--- src/sv/histogram_binner_min_tracker_macros.svh ---
// Assertion macros shared by the histogram binner RTL.
// Needs i_clk and i_rst_n in the scope where a macro is used.
`ifndef HISTOGRAM_BINNER_MIN_TRACKER_MACROS_SVH
`define HISTOGRAM_BINNER_MIN_TRACKER_MACROS_SVH
// Same-cycle implication, checked only while out of reset.
`define HBMT_ASSERT_SAME(lbl, ante, cons) \
    lbl: assert property (@(posedge i_clk) disable iff (!i_rst_n) (ante) |-> (cons)) \
        else $error("hbmt assertion failed");
// Next-cycle implication, checked only while out of reset.
`define HBMT_ASSERT_NEXT(lbl, ante, cons) \
    lbl: assert property (@(posedge i_clk) disable iff (!i_rst_n) (ante) |=> (cons)) \
        else $error("hbmt assertion failed");
`endif

--- src/sv/hbmt_cell.sv ---
// One cell of the rotating ring: holds one border and one bin content.
// Depends on nothing; instantiated by the top level.
module hbmt_cell (
    input  logic               i_clk,
    input  logic               i_rst_n,
    input  logic               i_shift,
    input  logic signed [31:0] i_border,
    input  logic signed [31:0] i_bin,
    output logic signed [31:0] o_border,
    output logic signed [31:0] o_bin
);
    logic signed [31:0] r_border;
    logic signed [31:0] r_bin;

    // Borders are undefined until loaded, so only the bin has a reset.
    always_ff @(posedge i_clk) begin
        if (i_shift) begin
            r_border <= i_border;
        end
    end

    always_ff @(posedge i_clk) begin
        if (!i_rst_n) begin
            r_bin <= '0;
        end else if (i_shift) begin
            r_bin <= i_bin;
        end
    end

    assign o_border = r_border;
    assign o_bin    = r_bin;
endmodule
--- config.mk ---
export PLATFORM = sky130hd
export DESIGN_NAME = hbmt_cell
export DESIGN_NICKNAME = d
export VERILOG_FILES = /design/src/sv/histogram_binner_min_tracker_macros.svh /design/src/sv/hbmt_cell.sv
export SDC_FILE = /design/constraint.sdc
export NUM_CORES = 1
export LEC_CHECK = 0
export BUFFER_PORTS_ARGS = -buffer_cell sky130_fd_sc_hd__buf_2
export CAP_MARGIN = 10
export CORE_MARGIN = 5
export CORE_UTILIZATION = 44
export CTS_BUF_LIST = sky130_fd_sc_hd__clkbuf_2 sky130_fd_sc_hd__clkbuf_4 sky130_fd_sc_hd__clkbuf_8
export DETAILED_ROUTE_END_ITERATION = 7
export PLACE_DENSITY = 0.81
export SETUP_SLACK_MARGIN = 0.3
export SYNTH_ARGS = -nofsm -noshare
export SYNTH_HDL_FRONTEND = slang
export SYNTH_SLANG_ARGS = --single-unit
--- constraint.sdc ---
create_clock -name i_clk -period 0.9 [get_ports i_clk]
set_input_delay 0.135 -clock i_clk [delete_from_list [all_inputs] [get_ports i_clk]]
set_output_delay 0.135 -clock i_clk [all_outputs]
set_load 0.005 [all_outputs]
==> run metrics <==
outcome=finished, violations left; violated checks=hold timing, setup timing; Longest Clk Path Bufs=2; die height=80.79 um; Top Metal Used=met4; CTS Buf Count=9; Setup TNS Final=-1.656 ns; Max-Cap Viols=0; Final Critical Period=0.9832 ns; Clk pwr share=37.0%; final setup margin=-0.08323 ns; vias in the first global route=1598; GRT Total Usage=15.01%; Post-Synth Adder-Cell Area=0%; synth warn=0; Sw Pwr=1381 uW; Worst VDD drop=0.0009712 V; P_leak=0.001526 uW; Least-Margin Pin Slew=0.1982 ns; CP Data Arrival Time=0.85 ns; share of layout cells above drive strength 1=65.23%; CP max FO=1; combinational share of power=10.4%; Worst-Skew Late Latency=0.33 ns; routed vias=1532; DIE AREA=6526 um2; Synth Instances=135; Worst R2R End=o_bin[25]; Yosys reg bits=64; Slowest-stage cell, CP=edfxtp_1; Crit Path Class=register to output pin; pwr dens=1968 nW/um2; CTS Root Cell=clkbuf_8; Top Ports=131; Fin. Hold Viols=29; HP Start=i_border[12]; WP buf/inv=1; layout-stage area growth over the synthesis result=47.56%; pin count of the biggest net entering global routing=37; # diodes=0; TritonCTS clock tree=done; Wirelength per Cell=14.49 um; period utilisation layout=109.2%; internal power=5020 uW; Mean Syn Cell Area=16.33 um2; initial antenna violation count=0; Setup crit end kind=output pin; Fill cells=362; main combinational cell family by area after synthesis=multiplexers; Layout Cell Area excl Fill=3253 um2; DRC errors left=0; Synth Area in Compound Gates=0%; DP HPWL=3.754 mm; met1 WL=1.850 mm; IO Port Bufs=130; Fin Clk Skew=0 ns; Fmax achieved=1017 MHz; end of the worst hold path=o_border[12]; CTS clock-pin slew for the worst setup and hold paths=0.07 ns; drt pass-1 iters=4; EDFF count, synth=32; async set-reset flop share out of synthesis=0%; wire length on met3=703 um; DR vias/cell=4.428; Tot Pwr=6401 uW; sequential-to-total area share from yosys stat=72.64%; nets@finish=341; FF-to-FF path depth=3; Initial DRC Count=47; Placer Congestion=0.6717; H-tree depth=3; Synth Area in Simple Gates=9.081%; XOR/XNOR Fraction of Synth Area=0%; Net Sw Frac=21.58%; final-report setup violation count=39; reg-to-reg slack, setup=0.20 ns; Startpoint Class=register; clock sink count=64; mux cell area share after synthesis=14.53%; Die Span X=80.79 um; Syn Std Cell Area=2205 um2; Initial Utilization=46.07%; Post-DP Area=2912 um2; crit path cell chain=buf_2; Distinct cells, synth=7; first-pass GRT wire length=7.203 mm; critical path's largest stage delay=0.38 ns; relative slew slack=86.79%; Top delay family on crit path=flip-flops; WP data required=0.76 ns; minimum hold slack=-0.02211 ns; met2 wire len=2.374 mm; gr ovfl total=0; Detail Route Antenna Nets=0; Core Region=4786 um2; num rows=25; Flop pwr share=52.6%; Slew Limit Fails=0; Hold WC Path Type=primary input to register; Hold Crit Depth=1; post-synth top area share=43.59%; worst r2r src=o_bin[25]; Synth Net Count=202; unrepaired setup endpoints after global routing=yes; Primary FF master, synth=edfxtp_1; Post-Route WL=5.013 mm; synth cell count leaders=32 x dfxtp_1, 32 x edfxtp_1, 32 x mux2i_1, 32 x nor2b_1; cell type with the highest aggregate area in the netlist=edfxtp_1; largest cells by area after synthesis=edfxtp_1 44%, dfxtp_1 29%, mux2i_1 15%
## state kept, by name, indices dropped and copies added, names as in the netlist
register and cells:
o_border 32, o_bin 32
## power by group through the flow
stage	sequential [uW]	clock [uW]	combinational, uW
2_1_floorplan	3430	0	217
3_3_place_gp	3400	0	609
3_5_place_dp	3400	0	627
4_1_cts	3360	2440	650
5_1_grt	3380	2590	727
6_report	3360	2370	669
## timing repair
action,4_1_cts,5_1_grt
hold endpoints to repair,32,32
gates resized for setup,38,10
setup buffers,1,0
endpoints found under the setup margin,80,96
## through the flow
stage | instances | hold slack (ns) | utilization [%] | setup slack (ns)
global placement | 329 | 0.3114 | 60.84 | 0.007097
CTS | 346 | -0.03879 | 66.72 | -0.1050
global route | 346 | -0.05047 | 67.97 | -0.1417
detailed placement | 329 | 0.3131 | 60.84 | -0.02225
finish | 346 | -0.02211 | 67.97 | -0.08323
floorplan | 135 | 0.2339 | - | 0.2038
## cells in the final DEF, fill, tap and decap left out
| master | instances |
|---|---|
| mux2i_1 | 32 |
| dfxtp_2 | 32 |
| buf_4 | 2 |
| clkbuf_8 | 10 |
| nor2b_1 | 32 |
| buf_2 | 115 |
| edfxtp_1 | 32 |
| buf_12 | 2 |
| clkinvlp_4 | 2 |
| clkinv_1 | 1 |
| bufinv_16 | 1 |
| clkinv_2 | 2 |
| buf_6 | 16 |
## worst max-delay path by stage
| stage | startpoint | end | slack, ns | cells after the start |
|---|---|---|---|---|
| finish | o_border[23] | o_border[23] | -0.08 | 1 |
| global route | o_border[23] | o_border[23] | -0.14 | 1 |
| CTS | o_border[23] | o_border[23] | -0.11 | 1 |
| detailed placement | i_shift | o_bin[6] | -0.02 | 4 |
| global placement | i_shift | o_bin[13] | 0.007 | 4 |
| floorplan | i_shift | o_bin[10] | 0.20 | 4 |
## layer usage
layer  vias to the layer above  global-route usage [%]
met3                         9                   7.206
li1                        748                       -
met5                         -                       0
met4                         0                   9.122
met2                        91                   24.42
met1                       684                   15.71
## cells by family (layout without fill, tap and decap cells)
logic type             count (synthesis)  in the layout
buffers and inverters                  7            151
flip-flops                            64             64
multiplexers                          32             32
AND/OR/NAND/NOR                       32             32
## area by class of cell
cell class | count | area (um2) | area share (%)
sequential | 64 | 1642 | 50.46
clock inverter | 6 | 58.81 | 1.808
timing repair buffer | 135 | 810.8 | 24.92
multi-input combinational | 64 | 520.5 | 16.00
tap | 67 | 83.83 | 2.577
clock buffer | 10 | 137.6 | 4.231
(Power assumes the default switching activity.)
